$ cat src/rtl/assert_macros.svh
// Assertion macros shared by the RTL
`ifndef ASSERT_MACROS_SVH
`define ASSERT_MACROS_SVH
`ifndef SYNTHESIS
`define ASSERT_CLK(label, clk, rst_n, prop, msg) \
	label: assert property (@(posedge clk) disable iff (!rst_n) (prop)) else $error(msg);
`define ASSERT_NEVER(label, clk, rst_n, cond, msg) \
	label: assert property (@(posedge clk) disable iff (!rst_n) !(cond)) else $error(msg);
`else
`define ASSERT_CLK(label, clk, rst_n, prop, msg)
`define ASSERT_NEVER(label, clk, rst_n, cond, msg)
`endif
`endif

$ cat src/rtl/grdfs_pkg.sv
package grdfs_pkg;
	localparam int MaxVertices = 16;
	localparam int MaxDegree   = 8;
	localparam int LabelWidth  = 16;

	localparam logic OP_ADD   = 1'b0;
	localparam logic OP_QUERY = 1'b1;

	localparam logic [2:0] ST_OK          = 3'd0;
	localparam logic [2:0] ST_UNREACH     = 3'd1;
	localparam logic [2:0] ST_UNKNOWN     = 3'd2;
	localparam logic [2:0] ST_TABLE_FULL  = 3'd3;
	localparam logic [2:0] ST_DEGREE_FULL = 3'd4;
endpackage

$ cat src/rtl/graph_reachability_dfs_unit.sv
// Undirected graph store with depth-first reachability queries.
// Input item on s_axis: tdata = {dst_label, src_label, operation} from bit 0
// (operation 1 bit, src 16, dst 16, zero padded to 40 bits). Operation 0 adds
// an edge (creating unknown vertices, source first), 1 asks whether dst can
// be reached from src. One result item per input on m_axis: tdata =
// {status, ok} from bit 0, padded to 8 bits.
// Items are handled one at a time. Each label lookup scans the label memory
// entry by entry (read, then compare), followed by a decision step. An add
// then reads both degrees, checks them and writes the source and destination
// slots and degrees. A query clears the visited marks at once, then walks the
// stack in a memory-read loop that expands each unvisited vertex by reading
// its adjacency slots and pops already visited vertices, so its latency grows
// with the graph size.
// Reset empties the graph (vertex count zero) and clears marks and stack
// depth; the memories themselves are not cleared. The result sits in an
// output register until taken; while m_axis_tready is low the block holds it
// and accepts no new item.
`include "assert_macros.svh"
module graph_reachability_dfs_unit #(
	parameter int NUM_VERTICES = grdfs_pkg::MaxVertices,
	parameter int MAX_DEGREE   = grdfs_pkg::MaxDegree,
	parameter int LABEL_WIDTH  = grdfs_pkg::LabelWidth
) (
	input  logic        clk,
	input  logic        arst_n,
	input  logic        s_axis_tvalid,
	output logic        s_axis_tready,
	// operation, src_label, dst_label
	input  logic [((2*LABEL_WIDTH+8)/8)*8-1:0] s_axis_tdata,
	output logic        m_axis_tvalid,
	input  logic        m_axis_tready,
	output logic [7:0]  m_axis_tdata    // ok, status[3]
);
	localparam int VW = (NUM_VERTICES > 1) ? $clog2(NUM_VERTICES) : 1;
	localparam int CW = $clog2(NUM_VERTICES + 1);
	localparam int DW = $clog2(MAX_DEGREE + 1);
	localparam int NSLOT = NUM_VERTICES * MAX_DEGREE;
	localparam int SW = $clog2(NSLOT);
	localparam int SCAP = NSLOT + 1;
	localparam int PW = $clog2(SCAP + 1);
	localparam int SIW = $clog2(SCAP);

	localparam logic [3:0] S_IDLE = 4'd0, S_LK_RD = 4'd1, S_LK_CMP = 4'd2,
		S_DECIDE = 4'd3, S_DEG_RD = 4'd4, S_DEG_CHK = 4'd5, S_WR_S = 4'd6,
		S_WR_D = 4'd7, S_POP = 4'd8, S_POP_CHK = 4'd9, S_NB_RD = 4'd10,
		S_NB_CHK = 4'd11, S_OUT = 4'd12, S_DEG_RD2 = 4'd13;

	// memories
	logic [LABEL_WIDTH-1:0] label_mem [NUM_VERTICES];
	logic [DW-1:0]          deg_mem   [NUM_VERTICES];
	logic [VW-1:0]          slot_mem  [NSLOT];
	logic [VW-1:0]          stack_mem [SCAP];

	logic [3:0] state_q;
	logic op_q, which_q, s_ok_q, d_ok_q;
	logic [LABEL_WIDTH-1:0] a_q, b_q;
	logic [VW-1:0] s_idx_q, d_idx_q, v_q;
	logic [CW-1:0] count_q, scan_q;
	logic [DW-1:0] s_deg_q, d_deg_q, nb_i_q;
	logic [NUM_VERTICES-1:0] visited_q;
	logic [PW-1:0] sp_q;
	logic ok_q;
	logic [2:0] status_q;

	// memory read data registers
	logic [LABEL_WIDTH-1:0] label_rd_q;
	logic [DW-1:0] deg_rd_q;
	logic [VW-1:0] slot_rd_q, stack_rd_q;
	logic [VW-1:0] label_ra, deg_ra;
	logic [SW-1:0] slot_ra;
	logic [SIW-1:0] stack_ra;

	logic label_we, deg_we, slot_we, stack_we;
	logic [VW-1:0] label_wa, deg_wa;
	logic [DW-1:0] deg_wd;
	logic [SW-1:0] slot_wa;
	logic [VW-1:0] slot_wd;
	logic [SIW-1:0] stack_wa;
	logic [LABEL_WIDTH-1:0] cur_label;

	assign s_axis_tready = (state_q == S_IDLE);
	assign m_axis_tvalid = (state_q == S_OUT);
	assign m_axis_tdata  = {4'd0, status_q, ok_q};
	assign cur_label = which_q ? b_q : a_q;

	function automatic logic [SW-1:0] slot_addr(logic [VW-1:0] v, logic [DW-1:0] i);
		logic [SW+DW-1:0] t;
		t = (SW+DW)'(v) * (SW+DW)'(MAX_DEGREE) + (SW+DW)'(i);
		return t[SW-1:0];
	endfunction

	// read addresses
	always_comb begin
		label_ra = scan_q[VW-1:0];
		deg_ra   = (state_q == S_DEG_RD) ? s_idx_q :
			(state_q == S_DEG_RD2) ? d_idx_q : v_q;
		slot_ra  = slot_addr(v_q, nb_i_q);
		stack_ra = SIW'(sp_q - PW'(1));
	end

	always_ff @(posedge clk) begin
		label_rd_q <= label_mem[label_ra];
		deg_rd_q   <= deg_mem[deg_ra];
		slot_rd_q  <= slot_mem[slot_ra];
		stack_rd_q <= stack_mem[stack_ra];
		if (label_we) label_mem[label_wa] <= cur_label;
		if (deg_we) deg_mem[deg_wa] <= deg_wd;
		if (slot_we) slot_mem[slot_wa] <= slot_wd;
		if (stack_we) stack_mem[stack_wa] <= slot_rd_q;
	end

	// write controls
	always_comb begin
		label_we = 1'b0; label_wa = count_q[VW-1:0];
		deg_we = 1'b0; deg_wa = s_idx_q; deg_wd = '0;
		slot_we = 1'b0; slot_wa = slot_addr(s_idx_q, s_deg_q); slot_wd = d_idx_q;
		stack_we = 1'b0; stack_wa = sp_q[SIW-1:0];
		unique case (state_q)
			S_LK_CMP: begin
				if (scan_q == count_q && !(op_q == grdfs_pkg::OP_QUERY)
						&& count_q < CW'(NUM_VERTICES)) begin
					label_we = 1'b1;
					deg_we = 1'b1; deg_wa = count_q[VW-1:0]; deg_wd = '0;
				end
			end
			S_WR_S: begin
				slot_we = 1'b1;
				deg_we = 1'b1; deg_wa = s_idx_q; deg_wd = s_deg_q + DW'(1);
			end
			S_WR_D: begin
				slot_we = 1'b1;
				slot_wa = slot_addr(d_idx_q, (s_idx_q == d_idx_q) ?
					DW'(s_deg_q + DW'(1)) : d_deg_q);
				slot_wd = s_idx_q;
				deg_we = 1'b1; deg_wa = d_idx_q;
				deg_wd = ((s_idx_q == d_idx_q) ? DW'(s_deg_q + DW'(1)) : d_deg_q) + DW'(1);
			end
			S_NB_CHK: begin
				if (slot_rd_q != d_idx_q && !visited_q[slot_rd_q] && sp_q < PW'(SCAP))
					stack_we = 1'b1;
			end
			default: ;
		endcase
	end

	// control sequencer
	always_ff @(posedge clk or negedge arst_n) begin
		if (!arst_n) begin
			state_q <= S_IDLE;
			count_q <= '0;
			visited_q <= '0;
			sp_q <= '0;
			scan_q <= '0;
			which_q <= 1'b0;
			s_ok_q <= 1'b0;
			d_ok_q <= 1'b0;
			op_q <= 1'b0;
			a_q <= '0;
			b_q <= '0;
			s_idx_q <= '0;
			d_idx_q <= '0;
			v_q <= '0;
			s_deg_q <= '0;
			d_deg_q <= '0;
			nb_i_q <= '0;
			ok_q <= 1'b0;
			status_q <= grdfs_pkg::ST_OK;
		end else begin
			unique case (state_q)
				S_IDLE: begin
					if (s_axis_tvalid) begin
						op_q <= s_axis_tdata[0];
						a_q <= s_axis_tdata[1 +: LABEL_WIDTH];
						b_q <= s_axis_tdata[1 + LABEL_WIDTH +: LABEL_WIDTH];
						which_q <= 1'b0;
						scan_q <= '0;
						s_ok_q <= 1'b0;
						d_ok_q <= 1'b0;
						state_q <= S_LK_RD;
					end
				end
				S_LK_RD: state_q <= S_LK_CMP;
				S_LK_CMP: begin
					if (scan_q != count_q && label_rd_q == cur_label) begin
						if (which_q) begin d_idx_q <= scan_q[VW-1:0]; d_ok_q <= 1'b1; end
						else begin s_idx_q <= scan_q[VW-1:0]; s_ok_q <= 1'b1; end
						state_q <= S_DECIDE;
					end else if (scan_q != count_q) begin
						scan_q <= scan_q + CW'(1);
						state_q <= S_LK_RD;
					end else begin
						// not found: create on add
						if (op_q == grdfs_pkg::OP_ADD && count_q < CW'(NUM_VERTICES)) begin
							if (which_q) begin d_idx_q <= count_q[VW-1:0]; d_ok_q <= 1'b1; end
							else begin s_idx_q <= count_q[VW-1:0]; s_ok_q <= 1'b1; end
							count_q <= count_q + CW'(1);
						end
						state_q <= S_DECIDE;
					end
				end
				S_DECIDE: begin
					if (!which_q) begin
						which_q <= 1'b1;
						scan_q <= '0;
						state_q <= S_LK_RD;
					end else if (op_q == grdfs_pkg::OP_ADD) begin
						if (!s_ok_q || !d_ok_q) begin
							ok_q <= 1'b0; status_q <= grdfs_pkg::ST_TABLE_FULL;
							state_q <= S_OUT;
						end else state_q <= S_DEG_RD;
					end else begin
						visited_q <= '0;
						sp_q <= '0;
						if (!s_ok_q || !d_ok_q) begin
							ok_q <= 1'b0; status_q <= grdfs_pkg::ST_UNKNOWN;
							state_q <= S_OUT;
						end else if (s_idx_q == d_idx_q) begin
							ok_q <= 1'b1; status_q <= grdfs_pkg::ST_OK;
							state_q <= S_OUT;
						end else begin
							v_q <= s_idx_q;
							state_q <= S_POP_CHK;
						end
					end
				end
				S_DEG_RD: state_q <= S_DEG_RD2;
				S_DEG_RD2: begin
					s_deg_q <= deg_rd_q;
					state_q <= S_DEG_CHK;
				end
				S_DEG_CHK: begin
					d_deg_q <= deg_rd_q;
					if (s_idx_q == d_idx_q ? (32'(s_deg_q) + 2 > MAX_DEGREE)
							: (32'(s_deg_q) >= MAX_DEGREE || 32'(deg_rd_q) >= MAX_DEGREE)) begin
						ok_q <= 1'b0; status_q <= grdfs_pkg::ST_DEGREE_FULL;
						state_q <= S_OUT;
					end else state_q <= S_WR_S;
				end
				S_WR_S: state_q <= S_WR_D;
				S_WR_D: begin
					ok_q <= 1'b1; status_q <= grdfs_pkg::ST_OK;
					state_q <= S_OUT;
				end
				S_POP: begin
					// stack read issued last cycle
					sp_q <= sp_q - PW'(1);
					v_q <= stack_rd_q;
					state_q <= S_POP_CHK;
				end
				S_POP_CHK: begin
					if (visited_q[v_q]) begin
						if (sp_q == '0) begin
							ok_q <= 1'b0; status_q <= grdfs_pkg::ST_UNREACH;
							state_q <= S_OUT;
						end else state_q <= S_POP;
					end else begin
						visited_q[v_q] <= 1'b1;
						nb_i_q <= '0;
						state_q <= S_NB_RD;
					end
				end
				S_NB_RD: begin
					// deg_rd_q holds degree of v_q; slot read issued at nb_i_q
					if (nb_i_q >= deg_rd_q || 32'(nb_i_q) >= MAX_DEGREE) begin
						if (sp_q == '0) begin
							ok_q <= 1'b0; status_q <= grdfs_pkg::ST_UNREACH;
							state_q <= S_OUT;
						end else state_q <= S_POP;
					end else state_q <= S_NB_CHK;
				end
				S_NB_CHK: begin
					if (slot_rd_q == d_idx_q) begin
						ok_q <= 1'b1; status_q <= grdfs_pkg::ST_OK;
						sp_q <= '0;
						state_q <= S_OUT;
					end else begin
						if (stack_we) sp_q <= sp_q + PW'(1);
						nb_i_q <= nb_i_q + DW'(1);
						state_q <= S_NB_RD;
					end
				end
				S_OUT: if (m_axis_tready) state_q <= S_IDLE;
				default: state_q <= S_IDLE;
			endcase
		end
	end

	`ASSERT_NEVER(a_cnt_max, clk, arst_n, count_q > CW'(NUM_VERTICES), "vertex count overflow")
	`ASSERT_NEVER(a_sp_max, clk, arst_n, sp_q > PW'(SCAP), "stack overflow")
	`ASSERT_CLK(a_out_hold, clk, arst_n,
		(m_axis_tvalid && !m_axis_tready) |=> (m_axis_tvalid && $stable(m_axis_tdata)),
		"result changed while stalled")
	`ASSERT_NEVER(a_excl, clk, arst_n, s_axis_tready && m_axis_tvalid, "busy overlap")
endmodule

$ cat config.mk
export PLATFORM = sky130hd
export DESIGN_NAME = graph_reachability_dfs_unit
export DESIGN_NICKNAME = d
export VERILOG_FILES = /design/src/rtl/grdfs_pkg.sv /design/src/rtl/graph_reachability_dfs_unit.sv
export VERILOG_INCLUDE_DIRS = /design/src /design/src/rtl
export SDC_FILE = /design/constraint.sdc
export NUM_CORES = 2
export LEC_CHECK = 0
export BUFFER_PORTS_ARGS = -buffer_cell sky130_fd_sc_hd__clkbuf_2
export CAP_MARGIN = 20
export CORE_AREA = 4 4 495 497
export DETAILED_ROUTE_END_ITERATION = 7
export DIE_AREA = 0 0 499 501
export HOLD_SLACK_MARGIN = 0.03
export SLEW_MARGIN = 10
export SYNTH_ARGS = -nofsm -noshare
export SYNTH_HDL_FRONTEND = slang
export SYNTH_SLANG_ARGS = --single-unit
$ cat constraint.sdc
create_clock -name clk -period 11.7 [get_ports clk]
set_input_delay 0.585 -clock clk [delete_from_list [all_inputs] [get_ports clk]]
set_output_delay 0.585 -clock clk [all_outputs]
set_load 0.005 [all_outputs]
==> flow_summary.ini <==
[placed_design]
gp_congestion = 0.805
placedCellCount = 6283
post_dp_cell_area_sq_um = 64000
io_buffers = 42
hpwl_um = 80500

[grt]
grt_pass1_wl_um = 205000
grt.overflow.total = 0
grt_pass1_vias = 31200
antenna_found_initial = 4
track_usage_pct = 10.7
grt_max_degree = 110

[detailed_routing]
postRouteWirelength_um = 135000
ant_nets = 0
drt_iter0_drc = 2580
dr.pass1.iters = 5
vias_per_cell = 4.56
routedWlPerCell_um = 20.4
post-route-drc-count = 0
route.vias.total = 30100

[timing]
fin_crit_ns = 5.56
rsz0062_at_grt = no
slew-limit-headroom_pct = 20.4
setup_tns_ns = 0
final_hold_viol_count = 0
timing.fmax_mhz = 180
period_share_pct = 47.5
setup_viol = 0
maxSlewViolCount = 0
tightest_slew_ns = 1.19
fin_worst_skew_ns = 0.0392

[floorplanning]
core_area_sq_um = 240000
pin_count = 54
die_x_um = 499
die_h_um = 501
initial_core_util_pct = 24.9
rows = 180
dieArea_sq_um = 250000

[synth]
yosysSeqAreaShare_pct = 72.7
syn_area_per_cell_sq_um = 18.9
postSynth.asyncResetShare_pct = 6.90
syn_area_sq_um = 59900
yosys_warnings = 0
synth_cells = 3176
synth_flop_cell = edfxtp_1
ys_types = 73
synth_edf_count = 1348
ys_ff_latch = 1478

[power]
p_int_mw = 10.9
seqPwrFrac_pct = 43.3
p_leak_nw = 21.3
ir_drop_v = 0.000199
switching_share_pct = 32.3
powerDensity_nw_per_um2 = 232
clkPwrFrac_pct = 28.8
net-switching-power_mw = 5.18
combPwrFrac_pct = 27.9

[clocking]
cts_tree = done
root_buffer = clkbuf_16
cts_hold_buf = 33
cts_made_buffers = 149
h-tree-depth = 4
cts_resized = 0
cts_setup_buffers = 0
clk_pin_slew_ns = 0.06
clk_latency_ns = 0.78
clockBufferDepth = 3
clkSinkCount = 1478

[layout]
syn_to_final_growth_pct = 15.5
final_common_cell = edfxtp_1
fin_util_pct = 28.8
final_net_count = 3356
finish.instance_area_sq_um = 69200
final_cell_mix = edfxtp_1 (1348), mux4_2 (401), nor2_1 (333)
drive_gt1_share_pct = 25.0
fillers = 23400
stdcell_count = 6600

[worst_setup_path]
r2r_start = sp_q[0]$_DFFE_PN0P_
startpoint_type = flop
setup.worst_path.start = sp_q[0]$_DFFE_PN0P_
criticalPathCategory = flop to flop
crit_fanout = 69
cp.arrival_ns = 6.29
worstPathRequired_ns = 12.42
crit_path_end_kind = flop

[worst_hold_path]
min-delay-start = s_axis_tdata[0]
min_path_type = input pin to flop

[outcome]
status = finished, final reports clean

[job]
maxCapViolCount = 0
==> cell type report <==
class / instances / area (sq um) / share of cell area (%)
diodes: 4 / 10.0 / 0.0145
clock buffers: 184 / 3960 / 5.73
clock inverters: 92 / 801 / 1.16
inverters: 24 / 90.1 / 0.130
multi-input cells: 1488 / 15600 / 22.5
flip-flops and latches: 1478 / 43600 / 63.0
well taps: 3185 / 3990 / 5.76
repair buffers: 145 / 1150 / 1.66
==> logic make-up after synthesis <==
| logic type | synth area share [%] |
|---|---|
| compound gates | 2.32 |
| xor+xnor | 0.818 |
| fa+ha+maj | 0.543 |
| buf+inv | 1.48 |
| flops | 72.7 |
| mux | 17.0 |
| other cells | 0.00626 |
| simple gates | 5.10 |
==> final timing paths <==
kind | endpoint | slack [ns] | depth (start not counted)
max | stack_rd_q[0]$_DFF_P_ | 6.14 | 9
min | op_q$_DFFE_PN0P_ | 0.16 | 2
max reg2reg | stack_rd_q[0]$_DFF_P_ | 6.14 | 9
min reg2reg | stack_rd_q[3]$_DFF_P_ | 0.49 | 1
max in group asynchronous | sp_q[0]$_DFFE_PN0P_ | 9.95 | 3
min in group asynchronous | a_q[1]$_DFFE_PN0P_ | 0.31 | 2
==> state kept, by name, summed over array words and instances, names as in the netlist, 5 cells and up <==
name,cells
a_q,16
b_q,16
count_q,5
deg_mem,64
label_mem,256
label_rd_q,16
scan_q,5
slot_mem,512
sp_q,8
stack_mem,516
visited_q,16
==> worst max-delay path, cell delays in order (launching register included) <==
cell and delay [ns]:
dfrtp_4 0.89, inv_1 0.60, ha_4 1.14, buf_4 0.84, mux4_2 0.37, mux2i_1 0.13, a221oi_1 0.42, a21oi_1 0.11
a2111oi_0 0.70, a221o_1 0.21
==> metrics by stage <==
stage | power (mW) | hold WS (ns) | setup slack, ns
after global routing | 16.8 | 0.110 | 5.71
after floorplan | 9.96 | 0.289 | 4.11
after CTS | 16.2 | 0.105 | 6.12
final | 16.1 | 0.157 | 6.14
after global placement | 11.5 | 0.461 | 6.14
after detailed placement | 11.5 | 0.472 | 6.14
==> metal layers <==
layer	up-vias	part of all wire, %	global-route usage [%]
li1	13000	-	-
met1	16000	42	14.1
met2	937	49	17.6
met3	218	5.8	1.95
met4	0	2.9	3.75
met5	-	0	0
==> cell usage after synthesis, drive strengths merged, types with 5 or more instances <==
library cell	number	share of area (%)
nand3b	11	0.14
a311oi	13	0.19
and2	10	0.10
inv	24	0.15
nor2b	12	0.13
a32o	6	0.10
nor3	16	0.14
mux2i	32	0.53
or2	7	0.073
clkbuf	124	0.78
o22ai	11	0.11
a21oi	40	0.35
nor2	338	2.1
a31oi	13	0.14
mux4	402	15
o31ai	9	0.11
o21ai	48	0.40
buf	65	0.55
mux2	73	1.4
a21boi	5	0.063
a22o	13	0.19
nand4	13	0.14
nand2b	12	0.13
dfxtp	28	0.94
nand3	46	0.38
xor2	39	0.57
xnor2	17	0.25
nand2	171	1.1
edfxtp	1348	68
ha	26	0.54
o211ai	5	0.063
and3	20	0.21
dfrtp	102	4.3
a22oi	9	0.11
nor3b	5	0.063
nor4	10	0.14
==> power groups by stage <==
stage	combinational, mW	clock (mW)	sequential (mW)
6_report	4.48	4.63	6.96
5_1_grt	4.81	4.97	7.01
4_1_cts	4.50	4.73	6.97
3_5_place_dp	4.47	0	7.08
3_3_place_gp	4.42	0	7.06
2_1_floorplan	3.03	0	6.93
(Power assumes the default switching activity.)
